File: config.mk
export PLATFORM = sky130hd
export DESIGN_NAME = gfv_arith
export DESIGN_NICKNAME = d
export VERILOG_FILES = /design/src/design/gfv_pkg.sv /design/src/design/gfv_arith.sv
export VERILOG_INCLUDE_DIRS = /design/src /design/src/design
export SDC_FILE = /design/constraint.sdc
export NUM_CORES = 1
export LEC_CHECK = 0
export BUFFER_PORTS_ARGS = -buffer_cell sky130_fd_sc_hd__buf_2
export CAP_MARGIN = 20
export CORE_ASPECT_RATIO = 1.2
export CORE_UTILIZATION = 66
export CTS_CLUSTER_DIAMETER = 60
export DETAILED_ROUTE_END_ITERATION = 12
export PLACE_DENSITY = 0.88
export SLEW_MARGIN = 20
export SYNTH_ARGS = -nofsm -noshare
export SYNTH_HDL_FRONTEND = slang
export SYNTH_SLANG_ARGS = --single-unit
File: constraint.sdc
create_clock -name clk -period 15.2 [get_ports clk]
set_clock_uncertainty 0.1 [all_clocks]
set_input_delay 1.52 -clock clk [delete_from_list [all_inputs] [get_ports clk]]
set_output_delay 1.52 -clock clk [all_outputs]
set_load 0.02 [all_outputs]
File: src/design/assert_macros.svh
`ifndef ASSERT_MACROS_SVH
`define ASSERT_MACROS_SVH

// Same-cycle implication, checked out of reset.
`define ASSERT_IMPLIES(lbl, clk_s, rstn_s, ante, cons) \
    lbl: assert property (@(posedge clk_s) disable iff (!rstn_s) (ante) |-> (cons)) \
        else $error("assertion failed");

// Next-cycle implication, checked out of reset.
`define ASSERT_NEXT(lbl, clk_s, rstn_s, ante, cons) \
    lbl: assert property (@(posedge clk_s) disable iff (!rstn_s) (ante) |=> (cons)) \
        else $error("assertion failed");

`endif

File: src/design/gfv_pkg.sv
package gfv_pkg;

    // Store geometry and counter width.
    localparam int DIM        = 512;
    localparam int COUNT_BITS = 16;
    localparam int IDX_W      = (DIM > 1) ? $clog2(DIM) : 1;

    // Shared unit datapath widths.
    localparam int WIDE_W = 96;
    localparam int DIV_W  = 64;
    localparam int ACC_W  = 48;

    localparam logic [63:0] ACC_MAX64 = 64'h0000_7FFF_FFFF_FFFF;

    typedef enum logic [1:0] {
        OP_LOAD  = 2'd0,
        OP_ADD   = 2'd1,
        OP_CLEAR = 2'd2,
        OP_READ  = 2'd3
    } op_t;

    typedef enum logic [1:0] {
        AU_MUL  = 2'd0,
        AU_DIV  = 2'd1,
        AU_SQRT = 2'd2
    } au_op_t;

    typedef struct packed {
        au_op_t              op;
        logic [WIDE_W-1:0]   x;
        logic [DIV_W-1:0]    y;
    } au_cmd_t;

    typedef struct packed {
        logic busy;
        logic done;
        logic ovf;
    } au_stat_t;

    typedef enum logic [4:0] {
        S_CLEAR,
        S_IDLE,
        S_LOAD,
        S_READ,
        S_CHECK,
        S_SQRT_V,
        S_DIV_M,
        S_DIV_P2,
        S_MUL_VS,
        S_MUL_AA,
        S_DIV_P1,
        S_ACC,
        S_DIV_G1,
        S_SQRT_G1,
        S_DIV_G2,
        S_SQRT_G2,
        S_MUL_M,
        S_MUL_D,
        S_OUT
    } state_t;

    // Saturate a widened accumulator sum to the signed 48-bit range.
    function automatic logic [ACC_W-1:0] acc_sat(input logic signed [50:0] s);
        logic signed [50:0] hi;
        logic signed [50:0] lo;
        hi = 51'sh0_7FFF_FFFF_FFFF;
        lo = -hi - 51'sd1;
        if (s > hi)
            acc_sat = hi[ACC_W-1:0];
        else if (s < lo)
            acc_sat = lo[ACC_W-1:0];
        else
            acc_sat = s[ACC_W-1:0];
    endfunction

    // Magnitude of a signed 48-bit accumulator.
    function automatic logic [ACC_W-1:0] acc_mag(input logic [ACC_W-1:0] a);
        acc_mag = a[ACC_W-1] ? (ACC_W'(0) - a) : a;
    endfunction

    // Apply sign and clip to 32 bits; bit 32 is the clip flag.
    function automatic logic [32:0] scale_clip(input logic neg, input logic [55:0] p);
        if (neg) begin
            if (p > 56'h0000_0080_0000_00)
                scale_clip = {1'b1, 32'h8000_0000};
            else
                scale_clip = {1'b0, 32'(56'd0 - p)};
        end
        else begin
            if (p > 56'h0000_007F_FFFF_FF)
                scale_clip = {1'b1, 32'h7FFF_FFFF};
            else
                scale_clip = {1'b0, p[31:0]};
        end
    endfunction

endpackage

File: src/design/gfv_arith.sv
`include "assert_macros.svh"

module gfv_arith (
    input  logic                        clk,
    input  logic                        rst_n,
    input  logic                        start,
    input  gfv_pkg::au_cmd_t            cmd,
    output gfv_pkg::au_stat_t           stat,
    output logic [gfv_pkg::WIDE_W-1:0]  result
);

    logic                        busy_reg, busy_next;
    logic                        done_reg, done_next;
    logic                        ovf_reg, ovf_next;
    gfv_pkg::au_op_t             mode_reg, mode_next;
    logic [6:0]                  cnt_reg, cnt_next;
    logic [gfv_pkg::WIDE_W-1:0]  x_reg, x_next;
    logic [gfv_pkg::DIV_W-1:0]   y_reg, y_next;
    logic [gfv_pkg::WIDE_W-1:0]  acc_reg, acc_next;
    logic [63:0]                 rem_reg, rem_next;

    logic [gfv_pkg::WIDE_W-1:0]  mul_sum;
    logic [64:0]                 div_sh;
    logic                        div_ge;
    logic [64:0]                 div_diff;
    logic [34:0]                 sq_rem;
    logic [34:0]                 sq_trial;
    logic                        sq_ge;
    logic [34:0]                 sq_diff;

    // Control registers.
    always_ff @(posedge clk or negedge rst_n)
    begin
        if (!rst_n)
        begin
            busy_reg <= 1'b0;
            done_reg <= 1'b0;
            cnt_reg  <= 7'd0;
        end
        else
        begin
            busy_reg <= busy_next;
            done_reg <= done_next;
            cnt_reg  <= cnt_next;
        end
    end

    // Datapath registers.
    always_ff @(posedge clk)
    begin
        mode_reg <= mode_next;
        ovf_reg  <= ovf_next;
        x_reg    <= x_next;
        y_reg    <= y_next;
        acc_reg  <= acc_next;
        rem_reg  <= rem_next;
    end

    // One shift-add, restoring-divide or square-root step per cycle.
    always_comb
    begin
        mul_sum  = acc_reg + (y_reg[0] ? x_reg : '0);
        div_sh   = {rem_reg, x_reg[gfv_pkg::WIDE_W-1]};
        div_ge   = div_sh >= {1'b0, y_reg};
        div_diff = div_sh - {1'b0, y_reg};
        sq_rem   = {rem_reg[32:0], x_reg[63:62]};
        sq_trial = {1'b0, acc_reg[31:0], 2'b01};
        sq_ge    = sq_rem >= sq_trial;
        sq_diff  = sq_rem - sq_trial;

        busy_next = busy_reg;
        done_next = 1'b0;
        ovf_next  = ovf_reg;
        mode_next = mode_reg;
        cnt_next  = cnt_reg;
        x_next    = x_reg;
        y_next    = y_reg;
        acc_next  = acc_reg;
        rem_next  = rem_reg;

        if (start && !busy_reg)
        begin
            busy_next = 1'b1;
            mode_next = cmd.op;
            x_next    = cmd.x;
            y_next    = cmd.y;
            acc_next  = '0;
            rem_next  = '0;
            ovf_next  = 1'b0;
            case (cmd.op)
                gfv_pkg::AU_MUL:  cnt_next = 7'd64;
                gfv_pkg::AU_DIV:  cnt_next = 7'd96;
                gfv_pkg::AU_SQRT: cnt_next = 7'd32;
                default:          cnt_next = 7'd1;
            endcase
        end
        else if (busy_reg)
        begin
            case (mode_reg)
                gfv_pkg::AU_MUL:
                begin
                    acc_next = mul_sum;
                    x_next   = {x_reg[gfv_pkg::WIDE_W-2:0], 1'b0};
                    y_next   = {1'b0, y_reg[gfv_pkg::DIV_W-1:1]};
                end
                gfv_pkg::AU_DIV:
                begin
                    x_next   = {x_reg[gfv_pkg::WIDE_W-2:0], 1'b0};
                    rem_next = div_ge ? div_diff[63:0] : div_sh[63:0];
                    ovf_next = ovf_reg | acc_reg[63];
                    acc_next = {32'd0, acc_reg[62:0], div_ge};
                end
                gfv_pkg::AU_SQRT:
                begin
                    x_next   = {x_reg[gfv_pkg::WIDE_W-3:0], 2'b00};
                    rem_next = sq_ge ? 64'(sq_diff) : 64'(sq_rem);
                    acc_next = {64'd0, acc_reg[30:0], sq_ge};
                end
                default:
                begin
                    acc_next = '0;
                end
            endcase
            cnt_next = cnt_reg - 7'd1;
            if (cnt_reg == 7'd1)
            begin
                busy_next = 1'b0;
                done_next = 1'b1;
            end
        end
    end

    assign stat   = '{busy: busy_reg, done: done_reg, ovf: ovf_reg};
    assign result = acc_reg;

    `ASSERT_IMPLIES(a_done_idle, clk, rst_n, done_reg, !busy_reg)
    `ASSERT_NEXT(a_launch_busy, clk, rst_n, start && !busy_reg, busy_reg)
    `ASSERT_NEXT(a_done_pulse, clk, rst_n, done_reg, !done_reg)

endmodule

==> flow_summary.toml, run 1 <==
[cts]
root_buffer = "clkbuf_16"
clock_sinks = 332
cts_buffers = 39
cts_setup_buffers = 0
cts_tree = "yes"
clock_path_buffers = 3
hold_buffers = 0
path_clk_slew_ns = 0.06
cts_repair_resize_count = 0
insertion_delay_ns = 0.58
htree_levels = 2

[setup_path]
cp-end-kind = "register"
worstPathArrival_ns = 5.62
worst-path-max-fanout = 76
crit_path_start_kind = "register"
rrSetupSlack_ns = 9.98
criticalPathCategory = "register to register"
worst-endpoint-required_ns = 15.59

[grt]
grt_antenna_before_repair = 5
track_usage_pct = 38.01
grt_pass1_vias = 24369
overflow = 0
grt_pass1_wl_um = 124900
grt_max_degree = 122

[route]
drt_first_iter_violations = 2070
wl_per_cell_um = 20.24
wl_met3_um = 5718
ant_nets = 0
top_layer_used = "met5"
drt_wl_total_um = 79310
vias = 25332
drc = 0
first_pass_iters = 6
wl_met2_um = 38310
met1_length_um = 30790
vias_per_cell = 6.466

[logic_synthesis]
ys.flop_type = "edfxtp_1"
netlist-cell-type-count = 90
synth_largest_area_cell = "edfxtp_1"
async_flop_share_pct = 2.711
synth_seq_cells = 332
synth_seq_area_share_pct = 31.44
synth.area.top_cells = "edfxtp_1 (18%), dfxtp_1 (12%), ha_1 (9.6%)"
synth_cells = 3222
synth_edf_count = 162
synth_top_area_share_pct = 18.40
syn_nets = 3592
synth.cell_area_um2 = 26440
synth.yosys.warnings = 0
avgSynthCellArea_um2 = 8.207

[sta]
min_period_over_period_pct = 34.37
slew_violations = 0
setup_violations = 0
max_slew.worst_pin.slew_ns = 1.056
grt_setup_unrepaired = "no"
max_freq_ghz = 0.1914
fin_setup_tns_ns = 0
relSlewSlack_pct = 29.63
fin_crit_ns = 5.224
finalHoldViolCount = 0

[pwr]
power_frac_clock_pct = 18.7
power_density_nw_per_um2 = 174.5
ir_worst_vdd_uv = 127.8
internal_power_mw = 2.843
sw_frac_of_total_pct = 44.16
power_switching_mw = 2.248
total_power_mw = 5.091
seqPwrFrac_pct = 28.3
pwr-share-comb_pct = 52.9
leakage_nw = 12.52

[run_status]
status = "completed"

[job]
maxCapViolations = 0

[place]
port_buffers = 263
place_area_um2 = 27850
place_congestion = 1.012
dp_hpwl_um = 59010
placed_cells = 3843

[floorplan]
die_w_um = 184.7
core_area_um2 = 39140
start_util_pct = 67.56
fp.dieArea_um2 = 40870
std_cell_rows = 79
num_io_pins = 264
die_y_um = 221.3

[finish]
area_delta_synth_final_pct = 10.34
drive_gt1_share_pct = 11.68
nNetsFinal = 3730
final.fill_count = 2979
fin_cells = 3918
design_area_um2 = 29180

[hold_path]
hp-class = "register to register"
==> stage by stage <==
stage	util [%]	hold slack (ns)	setup slack [ns]
3_5_place_dp	71.14	0.3779	10.09
3_3_place_gp	71.14	0.3754	10.33
6_report	74.55	0.3693	9.976
2_1_floorplan	-	0.3516	7.970
5_1_grt	74.54	0.4078	9.719
4_1_cts	74.40	0.3712	10.07
==> path summary, 6_finish.rpt <==
path | startpoint | end | depth (start not counted)
worst max register to register | y_reg[1]$_DFFE_PP_ | rem_reg[57]$_SDFFE_PP0P_ | 15
min in group asynchronous | rst_n | cnt_reg[2]$_DFFE_PN0P_ | 1
worst min register to register | result[77]$_SDFFE_PP0P_ | result[77]$_SDFFE_PP0P_ | 2
worst min-delay path | result[77]$_SDFFE_PP0P_ | result[77]$_SDFFE_PP0P_ | 2
worst max-delay path | y_reg[1]$_DFFE_PP_ | rem_reg[57]$_SDFFE_PP0P_ | 15
max in group asynchronous | rst_n | cnt_reg[1]$_DFFE_PN0P_ | 1
==> power groups by stage <==
stage / clock, mW / sequential (mW) / combinational, mW
final: 0.954 / 1.44 / 2.69
after global routing: 0.993 / 1.46 / 2.95
after CTS: 0.958 / 1.43 / 2.64
after detailed placement: 0 / 1.45 / 2.61
after global placement: 0 / 1.43 / 2.55
after floorplan: 0 / 1.39 / 2.03
==> metal layers <==
metal	track usage (%)	vias to the layer above
li1	-	12003
met1	45.34	11859
met2	64.94	1187
met3	5.892	277
met4	20.87	6
met5	0	-
==> logic make-up after synthesis <==
logic type,Yosys count,synth area share [%]
AO/OA/AOI/OAI,1161,27.67
flip-flops,332,31.44
adder cells (fa/ha/maj),205,9.756
XOR/XNOR,181,5.995
multiplexers,115,4.367
AND/OR/NAND/NOR,869,15.43
buffers and inverters,359,5.351
==> worst max-delay path, cell delays in order (launching register included) <==
cell,delay (ns)
edfxtp_1,0.42
inv_1,0.10
ha_1,0.24
nor2b_1,0.14
o21ai_1,0.18
a21oi_1,0.14
o31ai_2,0.32
nand2_1,0.23
a311o_1,0.48
a21oi_2,0.37
o21ai_2,0.18
a41oi_4,0.56
buf_4,0.71
and2_1,0.61
a22oi_1,0.12
o22ai_1,0.19
==> cell usage after synthesis (6+ instances only) <==
cell / number
a211o_1: 7
a211oi_1: 18
a21boi_0: 12
a21o_1: 116
a21oi_1: 266
a221o_1: 9
a222oi_1: 6
a22o_1: 29
a22oi_1: 74
a31o_2: 8
a31oi_1: 23
a41oi_1: 8
and2_1: 113
and3_1: 18
buf_2: 12
buf_4: 10
clkbuf_1: 163
dfrtp_1: 9
dfxtp_1: 161
edfxtp_1: 162
ha_1: 203
inv_1: 171
mux2i_1: 112
nand2_1: 386
nand2b_1: 15
nand3_1: 28
nand4_1: 57
nor2_1: 145
nor2b_1: 24
nor3_1: 35
nor4_1: 9
o211a_1: 7
o211ai_1: 25
o21a_1: 23
o21ai_0: 400
o21bai_1: 50
o31ai_1: 15
or2_2: 12
or3_1: 9
xnor2_1: 111
xor2_1: 70
==> cell type report <==
class                   count  area, um2  share of cell area (%)
clock buffers              58       1109                   3.799
diodes                      1      2.502                0.008576
well taps                 526      658.1                   2.255
inverters                 172      645.6                   2.213
multi-input cells        2531      16770                   57.48
repair buffers            284       1514                   5.188
clock inverters            14      165.2                  0.5660
flip-flops and latches    332       8313                   28.49
==> cells in the final DEF (no fill, tap or decap), types with 9 or more instances in the layout <==
cell,netlist,final
a211oi_1,18,18
a21boi_0,12,12
a21o_1,116,115
a21oi_1,266,266
a221o_1,9,9
a22o_1,29,29
a22oi_1,74,74
a31oi_1,23,23
and2_1,113,112
and3_1,18,18
buf_2,12,263
buf_4,10,19
clkbuf_1,163,14
clkbuf_16,0,40
dfrtp_1,9,9
dfxtp_1,161,161
edfxtp_1,162,162
ha_1,203,202
inv_1,171,171
mux2i_1,112,112
nand2_1,386,385
nand2b_1,15,15
nand3_1,28,28
nand4_1,57,57
nor2_1,145,140
nor2b_1,24,24
nor3_1,35,35
nor4_1,9,9
o211ai_1,25,25
o21a_1,23,23
o21ai_0,400,400
o21bai_1,50,49
o31ai_1,15,15
or2_2,12,12
or3_1,9,9
xnor2_1,111,111
xor2_1,70,70
No activity file was read; power rests on OpenSTA's default activity.
==> inputs of run 2 (changes only) <==
--- a/config.mk
+++ b/config.mk
@@ -9,10 +9,10 @@
 export BUFFER_PORTS_ARGS = -buffer_cell sky130_fd_sc_hd__buf_2
 export CAP_MARGIN = 20
 export CORE_ASPECT_RATIO = 1.2
-export CORE_UTILIZATION = 66
+export CORE_UTILIZATION = 55
 export CTS_CLUSTER_DIAMETER = 60
 export DETAILED_ROUTE_END_ITERATION = 12
-export PLACE_DENSITY = 0.88
+export PLACE_DENSITY = 0.78
 export SLEW_MARGIN = 20
 export SYNTH_ARGS = -nofsm -noshare
 export SYNTH_HDL_FRONTEND = slang
==> constraint.sdc (replaced) <==
create_clock -name clk -period 4.6 [get_ports clk]
set_clock_uncertainty 0.1 [all_clocks]
set_input_delay 0.46 -clock clk [delete_from_list [all_inputs] [get_ports clk]]
set_output_delay 0.46 -clock clk [all_outputs]
set_load 0.02 [all_outputs]
==> flow_summary.toml, run 2 (synthesis results as in run 1) <==
[setup_path]
crit_path_frequent_cell = "o21ai_0"
worstPathCellList = "buf_4 -> and2_1 -> ha_1 -> a211oi_1 -> o211a_1 -> nor3_1 -> o21ai_0 -> a2111oi_4 -> o211ai_2 -> a211oi_2 -> o21ba_2 -> a211o_2 -> a21oi_1 -> xor2_1 -> o21ai_0"
worstPathArrival_ns = 4.78
crit_path_start_kind = "register"
cp-end-kind = "register"
slowest_stage = "o21ai_0"
slowest_delay_ns = 0.63
criticalPathCategory = "register to register"
worst-path-max-fanout = 35
worst-endpoint-required_ns = 4.93

[sta]
fin_setup_tns_ns = 0
setup_violations = 0
relSlewSlack_pct = 26.24
grt_setup_unrepaired = "no"
fin_crit_ns = 4.447
finalWorstSetupSlack_ns = 0.1532
min_period_over_period_pct = 96.67
finalHoldViolCount = 0
max_slew.worst_pin.slew_ns = 1.106
slew_violations = 0
max_freq_ghz = 0.2249

[floorplan]
start_util_pct = 55.97
core_area_um2 = 47240
num_io_pins = 264
die_w_um = 202.2
fp.dieArea_um2 = 48960
std_cell_rows = 87
die_y_um = 242.2

[route]
met1_length_um = 33180
vias = 24890
wl_met2_um = 39410
wl_met3_um = 4536
drt_wl_total_um = 81100
ant_nets = 0
drc = 0
top_layer_used = "met4"
drt_first_iter_violations = 1881
first_pass_iters = 8
wl_per_cell_um = 20.03
vias_per_cell = 6.149

[cts]
insertion_delay_ns = 0.58
path_clk_slew_ns = 0.06
clock_sinks = 332
cts_buffers = 42
htree_levels = 2
cts_tree = "yes"
root_buffer = "clkbuf_16"
cts_setup_buffers = 0
clock_path_buffers = 3

[grt]
grt_pass1_wl_um = 128200
track_usage_pct = 32.32
overflow = 0
grt_pass1_vias = 24122
grt_max_degree = 172
grt_antenna_before_repair = 0

[finish]
drive_gt1_share_pct = 12.55
multi_input_area_um2 = 16790
nNetsFinal = 3762
seqCellArea_um2 = 8313
diodes = 0
design_area_um2 = 29650
final_cell_mix = "o21ai_0 (400), nand2_1 (385), a21oi_1 (266), buf_2 (263), ha_1 (202)"
area_delta_synth_final_pct = 12.11
layout.cells.most_common = "o21ai_0"
final.fill_count = 4200

[pwr]
leakage_nw = 12.71
total_power_mw = 17.14
ir_worst_vdd_uv = 406.0
power_density_nw_per_um2 = 578.3

[place]
port_buffers = 263
place_area_um2 = 28240
pre_cts_ws_ns = 0.1609
place_congestion = 1.040
dp_hpwl_um = 62000

[run_status]
status = "completed"

[hold_path]
hp-class = "primary input to register"

[job]
maxCapViolations = 0
[run 2: cell count changes in the layout (fill, tap and decap cells not counted), moves of 3 or more]
cell and delta:
buf_12 +4, buf_4 +26, clkbuf_16 +3, clkbuf_8 -4
clkinv_4 +3
[run 2: path summary, 6_finish.rpt]
| path | slack [ns] | startpoint | end | cells after the start |
|---|---|---|---|---|
| min reg2reg | 0.39 | result[79]$_SDFFE_PP0P_ | result[79]$_SDFFE_PP0P_ | 2 |
| min | 0.06 | cmd[145] | x_reg[81]$_DFFE_PP_ | 3 |
| max | 0.15 | y_reg[0]$_DFFE_PP_ | result[89]$_SDFFE_PP0P_ | 15 |
| max reg2reg | 0.15 | y_reg[0]$_DFFE_PP_ | result[89]$_SDFFE_PP0P_ | 15 |
| min in group asynchronous | 0.18 | rst_n | done_reg$_DFF_PN0_ | 2 |
| max in group asynchronous | 4.04 | rst_n | cnt_reg[5]$_DFFE_PN0P_ | 2 |
[run 2: worst max-delay path, delay by kind of cell (launching register included)]
| kind | cells | cell delay, ns |
|---|---|---|
| buffers and inverters | 1 | 0.31 |
| flip-flops | 1 | 0.38 |
| XOR/XNOR | 1 | 0.15 |
| AND/OR/NAND/NOR | 2 | 0.31 |
| adder cells (fa/ha/maj) | 1 | 0.27 |
| AO/OA/AOI/OAI | 10 | 2.77 |
[run 2: per-stage QoR]
| step | instances | hold slack, ns | utilization [%] |
|---|---|---|---|
| after floorplan | 3222 | 0.06441 | - |
| after global placement | 3970 | 0.2168 | 59.78 |
| after detailed placement | 3970 | 0.2168 | 59.78 |
| after CTS | 4048 | 0.03034 | 62.71 |
| after global routing | 4048 | 0.05512 | 62.75 |
| final | 4048 | 0.05809 | 62.75 |
[run 2: final cells by class]
class	instances	share of cell area (%)
Tap cell	623	2.629
Multi-Input combinational cell	2531	56.64
Timing Repair Buffer	313	5.883
Sequential cell	332	28.04
Clock buffer	55	3.781
Clock inverter	22	0.8525
Inverter	172	2.178
[run 2: metal layers]
layer | track usage (%) | up-vias
li1 | - | 12020
met1 | 39.19 | 11779
met2 | 56.15 | 865
met3 | 4.560 | 226
met4 | 15.24 | 0
met5 | 0 | -
[run 2: report_power, final]
group / internal [mW] / switching (mW)
combinational: 3.74 / 5.28
sequential: 3.96 / 0.791
clock: 2.00 / 1.37
total: 9.70 / 7.44
[run 2: timing repair]
action / 4_1_cts / 5_1_grt
hold buffers: 1 / 0
gates resized for setup: 0 / 3
endpoints found under the hold margin: 9 / 0
endpoints found under the setup margin: 0 / 21
